==> config.mk <==
export PLATFORM = sky130hd
export DESIGN_NAME = calendar_to_millisecond_count
export DESIGN_NICKNAME = d
export VERILOG_FILES = /design/src/rtl/core/cmc_pkg.sv /design/src/rtl/core/calendar_to_millisecond_count.sv /design/src/rtl/core/cmc_year_div.sv /design/src/rtl/core/cmc_day_count.sv /design/src/rtl/core/cmc_time_scale.sv
export VERILOG_INCLUDE_DIRS = /design/src /design/src/rtl/core
export SDC_FILE = /design/constraint.sdc
export NUM_CORES = 1
export LEC_CHECK = 0
export BUFFER_PORTS_ARGS = -buffer_cell sky130_fd_sc_hd__buf_2
export CORE_MARGIN = 3
export CORE_UTILIZATION = 40
export DETAILED_ROUTE_END_ITERATION = 12
export GPL_TIMING_DRIVEN = 0
export PLACE_DENSITY = 0.53
export SLEW_MARGIN = 20
export SYNTH_ARGS = -nofsm -noshare
export SYNTH_HDL_FRONTEND = slang
export SYNTH_SLANG_ARGS = --single-unit
==> constraint.sdc <==
create_clock -name clk -period 43.6 [get_ports clk]
set_input_delay 0 -clock clk [delete_from_list [all_inputs] [get_ports clk]]
set_output_delay 0 -clock clk [all_outputs]
set_load 0.03 [all_outputs]
==> src/rtl/core/calendar_to_millisecond_count_defines.svh <==
// Assertion macros shared by the calendar to millisecond count block.
// Depends on nothing; included by files that carry concurrent assertions.
`ifndef CALENDAR_TO_MILLISECOND_COUNT_DEFINES_SVH
`define CALENDAR_TO_MILLISECOND_COUNT_DEFINES_SVH

// Same-cycle implication, sampled on the rising edge, quiet during reset.
`define CMC_ASSERT_IMPLY(label, clk, rst_n, ante, cons, msg) \
    label: assert property (@(posedge clk) disable iff (!rst_n) (ante) |-> (cons)) \
        else $error(msg);

// Next-cycle implication, sampled on the rising edge, quiet during reset.
`define CMC_ASSERT_NEXT(label, clk, rst_n, ante, cons, msg) \
    label: assert property (@(posedge clk) disable iff (!rst_n) (ante) |=> (cons)) \
        else $error(msg);

`endif

==> src/rtl/core/cmc_pkg.sv <==
// Package for the calendar to millisecond count block: widths, constants,
// stage payload types and small arithmetic helpers. No dependencies.
package cmc_pkg;

    localparam int YEAR_W   = 14;
    localparam int MONTH_W  = 4;
    localparam int DAY_W    = 5;
    localparam int HOUR_W   = 5;
    localparam int MINUTE_W = 6;
    localparam int SECOND_W = 6;
    localparam int MILLI_W  = 10;
    localparam int MS_W     = 49;

    localparam int DAYS_W   = 23;
    localparam int SMALL_W  = 13;
    localparam int HOURS_W  = 28;
    localparam int MINS_W   = 34;
    localparam int SECS_W   = 39;

    localparam int Q25_W     = 8;
    localparam int Q25_IN_W  = 12;
    localparam int Q25_SHIFT = 20;
    localparam int Q25_PROD_W = Q25_IN_W + 16;
    localparam logic [Q25_PROD_W-1:0] Q25_MUL = Q25_PROD_W'(41944);

    localparam logic [DAYS_W-1:0] DAYS_PER_YEAR = DAYS_W'(365);

    typedef struct packed {
        logic [YEAR_W-1:0]   prev;
        logic [Q25_W-1:0]    p100;
        logic [Q25_W-1:0]    p400;
        logic [11:0]         y4;
        logic [Q25_W-1:0]    yq100;
        logic [9:0]          y16;
        logic [Q25_W-1:0]    yq400;
        logic [3:0]          ylo;
        logic [MONTH_W-1:0]  month;
        logic [DAY_W-1:0]    day;
        logic [HOUR_W-1:0]   hour;
        logic [MINUTE_W-1:0] minute;
        logic [SECOND_W-1:0] second;
        logic [MILLI_W-1:0]  millisecond;
        logic                bad;
    } yd_t;

    typedef struct packed {
        logic [HOURS_W-1:0]  hours;
        logic [MINUTE_W-1:0] minute;
        logic [SECOND_W-1:0] second;
        logic [MILLI_W-1:0]  millisecond;
        logic                bad;
    } hr_t;

    // Quotient by 25 through a scaled reciprocal; exact for any 12-bit input.
    function automatic logic [Q25_W-1:0] div25(input logic [Q25_IN_W-1:0] x);
        logic [Q25_PROD_W-1:0] prod;
        prod = Q25_PROD_W'(x) * Q25_MUL;
        return prod[Q25_SHIFT +: Q25_W];
    endfunction

    function automatic logic [11:0] times25(input logic [Q25_W-1:0] q);
        return (12'(q) << 4) + (12'(q) << 3) + 12'(q);
    endfunction

    function automatic logic [8:0] days_before(input logic [MONTH_W-1:0] m);
        logic [8:0] d;
        case (m)
            4'd0:    d = 9'd0;
            4'd1:    d = 9'd0;
            4'd2:    d = 9'd31;
            4'd3:    d = 9'd59;
            4'd4:    d = 9'd90;
            4'd5:    d = 9'd120;
            4'd6:    d = 9'd151;
            4'd7:    d = 9'd181;
            4'd8:    d = 9'd212;
            4'd9:    d = 9'd243;
            4'd10:   d = 9'd273;
            4'd11:   d = 9'd304;
            default: d = 9'd334;
        endcase
        return d;
    endfunction

endpackage

==> src/rtl/core/calendar_to_millisecond_count.sv <==
// Converts a proleptic Gregorian date and time of day into milliseconds since
// 0001-01-01 00:00:00.000, with bad_date and a zero count when year, month or
// day is zero. Six register stages, one transfer in per cycle; the whole
// pipeline holds while a result waits for out_ready.
// Depends on cmc_pkg, cmc_year_div, cmc_day_count, cmc_time_scale and the
// assertion macros in calendar_to_millisecond_count_defines.svh.
`include "calendar_to_millisecond_count_defines.svh"

module calendar_to_millisecond_count (
    input  logic                         clk,
    input  logic                         rst_n,
    input  logic                         in_valid,
    output logic                         in_ready,
    input  logic [cmc_pkg::YEAR_W-1:0]   year,
    input  logic [cmc_pkg::MONTH_W-1:0]  month,
    input  logic [cmc_pkg::DAY_W-1:0]    day,
    input  logic [cmc_pkg::HOUR_W-1:0]   hour,
    input  logic [cmc_pkg::MINUTE_W-1:0] minute,
    input  logic [cmc_pkg::SECOND_W-1:0] second,
    input  logic [cmc_pkg::MILLI_W-1:0]  millisecond,
    output logic                         out_valid,
    input  logic                         out_ready,
    output logic [cmc_pkg::MS_W-1:0]     ms_count,
    output logic                         bad_date
);
    import cmc_pkg::*;

    logic en;
    yd_t  yd;
    logic yd_valid;
    hr_t  hr;
    logic hr_valid;

    // advance every stage unless a finished result is held
    assign en       = !out_valid || out_ready;
    assign in_ready = en;

    cmc_year_div u_year_div (
        .clk         (clk),
        .rst_n       (rst_n),
        .en          (en),
        .in_valid    (in_valid),
        .year        (year),
        .month       (month),
        .day         (day),
        .hour        (hour),
        .minute      (minute),
        .second      (second),
        .millisecond (millisecond),
        .yd          (yd),
        .yd_valid    (yd_valid)
    );

    cmc_day_count u_day_count (
        .clk      (clk),
        .rst_n    (rst_n),
        .en       (en),
        .yd       (yd),
        .yd_valid (yd_valid),
        .hr       (hr),
        .hr_valid (hr_valid)
    );

    cmc_time_scale u_time_scale (
        .clk      (clk),
        .rst_n    (rst_n),
        .en       (en),
        .hr       (hr),
        .hr_valid (hr_valid),
        .ms_count (ms_count),
        .bad_date (bad_date),
        .ms_valid (out_valid)
    );

    `CMC_ASSERT_IMPLY(a_bad_zero, clk, rst_n, out_valid && bad_date, ms_count == '0, "bad date with non-zero count")
    `CMC_ASSERT_IMPLY(a_empty_ready, clk, rst_n, !out_valid, in_ready, "empty output blocks input")
    `CMC_ASSERT_IMPLY(a_stall_holds, clk, rst_n, out_valid && !out_ready, !in_ready, "input taken during output stall")

endmodule

==> src/rtl/core/cmc_year_div.sv <==
// First stage: elapsed years and their quotients by 100 and 400, plus the
// year quotients used for the leap test. Depends on cmc_pkg.
module cmc_year_div (
    input  logic                         clk,
    input  logic                         rst_n,
    input  logic                         en,
    input  logic                         in_valid,
    input  logic [cmc_pkg::YEAR_W-1:0]   year,
    input  logic [cmc_pkg::MONTH_W-1:0]  month,
    input  logic [cmc_pkg::DAY_W-1:0]    day,
    input  logic [cmc_pkg::HOUR_W-1:0]   hour,
    input  logic [cmc_pkg::MINUTE_W-1:0] minute,
    input  logic [cmc_pkg::SECOND_W-1:0] second,
    input  logic [cmc_pkg::MILLI_W-1:0]  millisecond,
    output cmc_pkg::yd_t                 yd,
    output logic                         yd_valid
);
    import cmc_pkg::*;

    yd_t  yd_reg;
    yd_t  yd_next;
    logic valid_reg;

    always_comb
    begin
        yd_next.prev        = year - YEAR_W'(1);
        yd_next.p100        = div25(Q25_IN_W'(yd_next.prev >> 2));
        yd_next.p400        = div25(Q25_IN_W'(yd_next.prev >> 4));
        yd_next.y4          = 12'(year >> 2);
        yd_next.yq100       = div25(yd_next.y4);
        yd_next.y16         = 10'(year >> 4);
        yd_next.yq400       = div25(Q25_IN_W'(yd_next.y16));
        yd_next.ylo         = year[3:0];
        yd_next.month       = month;
        yd_next.day         = day;
        yd_next.hour        = hour;
        yd_next.minute      = minute;
        yd_next.second      = second;
        yd_next.millisecond = millisecond;
        yd_next.bad         = (year == '0) || (month == '0) || (day == '0);
    end

    always_ff @(posedge clk or negedge rst_n)
    begin
        if (!rst_n)
        begin
            valid_reg <= 1'b0;
        end
        else if (en)
        begin
            valid_reg <= in_valid;
        end
    end

    always_ff @(posedge clk)
    begin
        if (en)
        begin
            yd_reg <= yd_next;
        end
    end

    assign yd       = yd_reg;
    assign yd_valid = valid_reg;

endmodule

==> src/rtl/core/cmc_day_count.sv <==
// Second and third stages: day number from year, month and day, then hours.
// Depends on cmc_pkg.
module cmc_day_count (
    input  logic         clk,
    input  logic         rst_n,
    input  logic         en,
    input  cmc_pkg::yd_t yd,
    input  logic         yd_valid,
    output cmc_pkg::hr_t hr,
    output logic         hr_valid
);
    import cmc_pkg::*;

    logic [DAYS_W-1:0]   base_reg;
    logic [DAYS_W-1:0]   base_next;
    logic [SMALL_W-1:0]  small_reg;
    logic [SMALL_W-1:0]  small_next;
    logic [HOUR_W-1:0]   hour_reg;
    logic [MINUTE_W-1:0] minute_reg;
    logic [SECOND_W-1:0] second_reg;
    logic [MILLI_W-1:0]  milli_reg;
    logic                bad_reg;
    logic                v2_reg;
    logic                leap;
    logic                leap_add;
    logic [DAYS_W-1:0]   days;
    hr_t                 hr_reg;
    hr_t                 hr_next;
    logic                v3_reg;

    always_comb
    begin
        leap = (yd.ylo[1:0] == 2'b00)
            && ((times25(yd.yq100) != yd.y4)
                || ((yd.ylo == 4'b0000) && (times25(yd.yq400) == 12'(yd.y16))));
        leap_add   = leap && (yd.month > MONTH_W'(2));
        base_next  = DAYS_W'(yd.prev) * DAYS_PER_YEAR;
        small_next = SMALL_W'(yd.prev >> 2) - SMALL_W'(yd.p100) + SMALL_W'(yd.p400)
                   + SMALL_W'(days_before(yd.month)) + SMALL_W'(leap_add)
                   + SMALL_W'(yd.day) - SMALL_W'(1);
    end

    always_comb
    begin
        days                = base_reg + DAYS_W'(small_reg);
        hr_next.hours       = (HOURS_W'(days) << 4) + (HOURS_W'(days) << 3)
                            + HOURS_W'(hour_reg);
        hr_next.minute      = minute_reg;
        hr_next.second      = second_reg;
        hr_next.millisecond = milli_reg;
        hr_next.bad         = bad_reg;
    end

    always_ff @(posedge clk or negedge rst_n)
    begin
        if (!rst_n)
        begin
            v2_reg <= 1'b0;
            v3_reg <= 1'b0;
        end
        else if (en)
        begin
            v2_reg <= yd_valid;
            v3_reg <= v2_reg;
        end
    end

    always_ff @(posedge clk)
    begin
        if (en)
        begin
            base_reg   <= base_next;
            small_reg  <= small_next;
            hour_reg   <= yd.hour;
            minute_reg <= yd.minute;
            second_reg <= yd.second;
            milli_reg  <= yd.millisecond;
            bad_reg    <= yd.bad;
            hr_reg     <= hr_next;
        end
    end

    assign hr       = hr_reg;
    assign hr_valid = v3_reg;

endmodule

==> src/rtl/core/cmc_time_scale.sv <==
// Last three stages: scale hours to minutes, seconds and milliseconds.
// Depends on cmc_pkg; the final stage is the output register.
module cmc_time_scale (
    input  logic                     clk,
    input  logic                     rst_n,
    input  logic                     en,
    input  cmc_pkg::hr_t             hr,
    input  logic                     hr_valid,
    output logic [cmc_pkg::MS_W-1:0] ms_count,
    output logic                     bad_date,
    output logic                     ms_valid
);
    import cmc_pkg::*;

    logic [MINS_W-1:0]   mins_reg;
    logic [MINS_W-1:0]   mins_next;
    logic [SECOND_W-1:0] sec4_reg;
    logic [MILLI_W-1:0]  milli4_reg;
    logic                bad4_reg;
    logic                v4_reg;
    logic [SECS_W-1:0]   secs_reg;
    logic [SECS_W-1:0]   secs_next;
    logic [MILLI_W-1:0]  milli5_reg;
    logic                bad5_reg;
    logic                v5_reg;
    logic [MS_W-1:0]     ms_reg;
    logic [MS_W-1:0]     ms_next;
    logic                bad6_reg;
    logic                v6_reg;

    always_comb
    begin
        mins_next = (MINS_W'(hr.hours) << 6) - (MINS_W'(hr.hours) << 2)
                  + MINS_W'(hr.minute);
        secs_next = (SECS_W'(mins_reg) << 6) - (SECS_W'(mins_reg) << 2)
                  + SECS_W'(sec4_reg);
        ms_next   = (MS_W'(secs_reg) << 10) - (MS_W'(secs_reg) << 4)
                  - (MS_W'(secs_reg) << 3) + MS_W'(milli5_reg);
        if (bad5_reg)
        begin
            ms_next = '0;
        end
    end

    always_ff @(posedge clk or negedge rst_n)
    begin
        if (!rst_n)
        begin
            v4_reg <= 1'b0;
            v5_reg <= 1'b0;
            v6_reg <= 1'b0;
        end
        else if (en)
        begin
            v4_reg <= hr_valid;
            v5_reg <= v4_reg;
            v6_reg <= v5_reg;
        end
    end

    always_ff @(posedge clk)
    begin
        if (en)
        begin
            mins_reg   <= mins_next;
            sec4_reg   <= hr.second;
            milli4_reg <= hr.millisecond;
            bad4_reg   <= hr.bad;
            secs_reg   <= secs_next;
            milli5_reg <= milli4_reg;
            bad5_reg   <= bad4_reg;
            ms_reg     <= ms_next;
            bad6_reg   <= bad5_reg;
        end
    end

    assign ms_count = ms_reg;
    assign bad_date = bad6_reg;
    assign ms_valid = v6_reg;

endmodule
==> flow_metrics.tcl, run 1 <==
set metrics [dict create \
    crit_type "in -> reg" \
    path_common_cell "inv_1" \
    worstSkewPairLatency_ns 0.58 \
    largest_reg_flops 93 \
    start_util_pct 40.5 \
    synth_cells 2730 \
    drc 0 \
    max_freq_mhz 124 \
    grt_pass1_wl_mm 99.6 \
    r2r-start "u_day_count.small_reg[0]" \
    cts_tree "built" \
    arrival_ns 8.34 \
    status "finished, final reports clean" \
    r2r_end "u_day_count.hr[48]" \
    worst_setup_path_start_kind "primary input" \
    syn-cell-area_um2 30900 \
    hold_end "u_year_div.yd[5]" \
    crit_fanout 11 \
    synth_flop_cell "edfxtp_1" \
    cp.required_ns 43.87 \
    cap_violations 0 \
    setup_tns_ns 0 \
    setup_violations 0 \
    max_slew.worst_pin.slew_ns 1.09 \
    wire_per_inst_um 14.5 \
    synth_warnings 0 \
    fin_skew_ns 0.0342 \
    portBuffers 105 \
    hp-start "millisecond[4]" \
    yosysUniqueCellTypes 86 \
    synth_edf_count 359 \
    nNetsFinal 3704 \
    fillers 7026 \
    grt_overflow_total 0 \
    cts_sinks 374 \
    netlist_top_cells_count "inv_1 (501), ha_1 (486), edfxtp_1 (359)" \
    seq_area_um2 11100 \
    ff2ff_path_depth 21 \
    hold_viol_final 0 \
    antenna_found_initial 3 \
    period_needed_ns 8.07 \
    ant_nets 0 \
    timing.final.crit_share_pct 18.5 \
    dp_hpwl_mm 48.2 \
    rrSetupSlack_ns 37.99 \
    min_path_type "in -> reg" \
    synth_nets 3491 \
    holdPathStages 2 \
    place_congestion 0.851 \
    yosysMostFrequentCell "inv_1" \
    routed_wl_mm 57.9 \
    first_iter_violations 751 \
    seq_area_frac_synth_pct 36.0 \
    ys_ff_latch 374 \
    async_flop_share_pct 1.60 \
    std_cell_rows 101 \
    vias 19400 \
    max-slew-margin-rel_pct 27.1 \
    ios 106 \
    multi_input_area_um2 17800 \
    rsz0062_at_grt "false" \
    syn_area_per_cell_um2 11.3 \
    numCtsBuffers 42 \
    htreeDepth 2 \
    synth_area_leaders "edfxtp_1 (35%), ha_1 (20%), fa_1 (14%), inv_1 (6.1%), xnor2_1 (4.3%)" \
    die_w_um 284 \
    cts_max_path_buffers 3 \
    endpoint_kind "register" \
    dieArea_um2 80600 \
    drv_slew 0 \
    drive_above_1_share_pct 7.53 \
    drt-pass1-iter-count 5 \
    yosys.area.top_type "edfxtp_1" \
    path_clk_slew_ns 0.06 \
    cpPeakStageDelay_ns 0.57 \
    yosysTopAreaCellShare_pct 34.9 \
    area_delta_synth_final_pct 12.9 \
    cts_root_buf "clkbuf_16" \
    whs_ns 0.136 \
    fp.coreArea_um2 76200 \
    vias_per_cell 4.83 \
    final_area_um2 34900 \
    grt_usage_pct 14.8 \
    cpMaxStageDelayCell "fa_1" \
    grt_pass1_vias 20900 \
    die_y_um 284 \
    dpl-instance-area_um2 32900 \
    grt_max_degree 38 \
]
-- worst max-delay path: cells and delay by family --
family                   cells  cell delay [ns]
AO/OA/AOI/OAI                7             1.74
buffers and inverters        9             1.69
XOR/XNOR                     1             0.33
AND/OR/NAND/NOR              5             1.35
adder cells (fa/ha/maj)      8             2.99
multiplexers                 1             0.24
-- cell type report --
cell class / instances / area share, %
buffer: 15 / 0.165
antenna: 3 / 0.0215
timing repair buffer: 169 / 3.66
clock buffer: 49 / 3.09
sequential: 374 / 31.9
multi-input combinational: 1840 / 51.2
clock inverter: 25 / 0.915
tap: 1030 / 3.70
inverter: 501 / 5.40
-- worst max-delay path by stage --
stage                                      from                 to  slack (ns)  cells after the start
after global placement    u_time_scale.ms_valid           register       24.54                      7
after CTS                               year[4]  u_year_div.yd[92]       35.42                     31
after floorplan           u_time_scale.ms_valid           register       29.16                      5
final                                   year[4]  u_year_div.yd[92]       35.53                     31
after global routing                    year[4]  u_year_div.yd[92]       34.97                     31
after detailed placement                year[4]  u_year_div.yd[92]       35.39                     30
-- cell families after synthesis --
group	count (synthesis)	synth area share, %
AND/OR/NAND/NOR	465	7.46
flip-flops	374	36.0
AO/OA/AOI/OAI	431	9.43
XOR/XNOR	221	6.27
multiplexers	16	0.563
adder cells (fa/ha/maj)	707	34.0
buffers and inverters	516	6.27
-- stage by stage --
step	worst slack [ns]	utilization, %	std cells
6_report	35.53	45.7	4006
5_1_grt	34.97	45.7	4006
4_1_cts	35.42	45.7	4003
3_5_place_dp	35.39	43.2	3876
3_3_place_gp	24.54	42.9	3865
2_1_floorplan	29.16	-	2730
-- timing repair --
item | CTS | global route
buffers inserted | 0 | 0
hold buffers | 53 | 0
resized for setup | 0 | 0
endpoints found under the hold margin | 65 | 0
setup endpoints to repair | 0 | 0
-- layer usage --
metal  global-route usage (%)  vias up  wire length (µm)
met5                        0        -                 0
met4                     4.07        0              1510
met3                     2.04       81              1550
met2                     28.1      221             30600
met1                     17.2     9216             24200
li1                         -     9839                 -
-- placed cells by master (no fill, tap or decap), drive strengths merged, types with 6 or more instances in the layout --
master	instances
a211oi	17
a21o	62
a21oi	134
a31o	7
a31oi	13
and2	12
and3	17
and4	8
buf	119
bufinv	6
clkbuf	61
clkinv	14
dfrtp	6
dfxtp	9
dlygate4sd3	53
edfxtp	359
fa	221
ha	486
inv	503
mux2	8
mux2i	8
nand2	66
nand2b	19
nand3	27
nand4	22
nor2	159
nor2b	25
nor3	60
nor4	11
o211ai	15
o21a	27
o21ai	79
o21bai	18
o31a	6
o31ai	7
or2	11
or3	10
or4	7
xnor2	150
xor2	71
Power of run 1 is left out: the tool's default activity adds up to more than one toggle a clock period on the data nets, which glitch-free logic cannot reach.
==> run 2, diff against run 1 <==
- PLACE_DENSITY: 0.53 -> 0.56
- clock period: 43.6 -> 6.68 ns (I/O delays scaled with it)
==> flow_metrics.tcl, run 2 (synthesis gave the netlist of run 1 again) <==
set metrics [dict create \
    endpoint_kind "register" \
    crit_fanout 8 \
    ant_nets 0 \
    cap_violations 0 \
    seq_area_um2 11100 \
    die_y_um 284 \
    status "finished, final reports clean" \
    nNetsFinal 3703 \
    hold_end "u_year_div.yd[20]" \
    fillers 7030 \
    numCtsBuffers 42 \
    r2r_end "u_day_count.hr[48]" \
    largest_reg_flops 93 \
    cts_root_buf "clkbuf_16" \
    vias_per_cell 4.85 \
    arrival_ns 6.56 \
    multi_input_area_um2 17900 \
    path_clk_slew_ns 0.06 \
    worst_setup_path_start_kind "primary input" \
    die_w_um 284 \
    grt_usage_pct 14.7 \
    max-slew-margin-rel_pct 31.7 \
    wire_per_inst_um 14.5 \
    std_cell_rows 101 \
    portBuffers 105 \
    dieArea_um2 80600 \
    routed_wl_mm 58.0 \
    drive_above_1_share_pct 7.84 \
    grt_pass1_wl_mm 98.9 \
    drc 0 \
    fin_skew_ns 0.0565 \
    grt_overflow_total 0 \
    max_freq_mhz 160 \
    grt_pass1_vias 20600 \
    cts_sinks 374 \
    cp.required_ns 6.98 \
    timing.final.crit_share_pct 93.8 \
    worstSkewPairLatency_ns 0.59 \
    crit_type "in -> reg" \
    start_util_pct 40.5 \
    rrSetupSlack_ns 1.16 \
    cts_max_path_buffers 3 \
    drv_slew 0 \
    dp_hpwl_mm 47.1 \
    place_congestion 0.867 \
    layout_common_cells "inv_1 (499), ha_1 (486), edfxtp_1 (359)" \
    fp.coreArea_um2 76200 \
    setup_violations 0 \
    antenna_found_initial 2 \
    ios 106 \
    period_needed_ns 6.26 \
    area_delta_synth_final_pct 12.8 \
    vias 19400 \
    max_slew.worst_pin.slew_ns 1.02 \
    grt_max_degree 106 \
    r2r-start "u_day_count.small_reg[0]" \
    hold_viol_final 0 \
    htreeDepth 2 \
    setup_tns_ns 0 \
    ff2ff_path_depth 21 \
    holdPathStages 2 \
    cts_tree "built" \
    final_common_cell "inv_1" \
    hp-start "minute[3]" \
    first_iter_violations 698 \
    drt-pass1-iter-count 7 \
    min_path_type "in -> reg" \
]
run 2: cell count changes in the layout (fill, tap and decap cells not counted), sizes merged:
cell	change
diode	-1
clkbuf	+1
buf	-3
clkinv	+3
inv	-1
dlygate4sd3	+2
bufinv	-3
run 2: cell type report:
cell class,count,share of cell area [%]
Clock inverter,24,0.726
Multi-Input combinational cell,1840,51.5
Clock buffer,50,3.16
Sequential cell,374,31.9
Buffer,15,0.194
Antenna cell,2,0.0144
Timing Repair Buffer,168,3.44
Tap cell,1030,3.70
Inverter,501,5.41
run 2: per-stage QoR:
stage | hold slack [ns] | instances | setup slack [ns] | cell area (µm²) | utilization, %
3_3_place_gp | -0.179 | 3865 | -1.41 | 32700 | 42.9
6_report | 0.121 | 4004 | 0.416 | 34800 | 45.7
5_1_grt | 0.0871 | 4004 | -0.00101 | 34800 | 45.7
4_1_cts | 0.0759 | 3999 | 0.0348 | 34800 | 45.6
3_5_place_dp | -0.171 | 3868 | -1.37 | 32800 | 43.0
2_1_floorplan | -0.296 | 2730 | 0.306 | 30900 | -
run 2: worst max-delay path: stages:
cell and delay [ns]:
dlygate4sd3_1 0.53, buf_2 0.25, inv_1 0.13, ha_1 0.23, and3_1 0.18, xnor2_1 0.49
inv_1 0.30, ha_1 0.42, inv_1 0.07, fa_1 0.49, inv_1 0.06, fa_1 0.58
inv_1 0.07, fa_1 0.50, fa_1 0.55, inv_1 0.05, ha_1 0.26, o2111ai_1 0.14
a21oi_1 0.20, a21oi_2 0.09, a311oi_4 0.45, a21oi_1 0.18, o21ai_0 0.24, xor2_1 0.10
run 2: worst max path at each step:
stage / start / endpoint / cells after the start
detailed placement: year[4] / u_year_div.yd[92] / 28
finish: year[7] / u_year_div.yd[93] / 24
global route: year[3] / u_year_div.yd[92] / 30
floorplan: year[4] / u_year_div.yd[94] / 29
CTS: year[7] / u_year_div.yd[92] / 24
global placement: year[4] / u_year_div.yd[94] / 30
run 2: per-layer routing:
| metal | vias to the layer above | part of all wire [%] | track usage [%] |
|---|---|---|---|
| met4 | 0 | 1.5 | 3.10 |
| met3 | 76 | 2.8 | 2.09 |
| met1 | 9281 | 43 | 17.3 |
| li1 | 9851 | - | - |
| met5 | - | 0 | 0 |
| met2 | 199 | 53 | 28.1 |
run 2: what timing repair did:
action | CTS | global route
pin swaps | 1 | 5
hold buffers | 55 | 0
resized for setup | 12 | 6
setup endpoints to repair | 11 | 8
hold endpoints to repair | 65 | 0
setup buffers | 2 | 3
Power of run 2 is left out for the same reason.
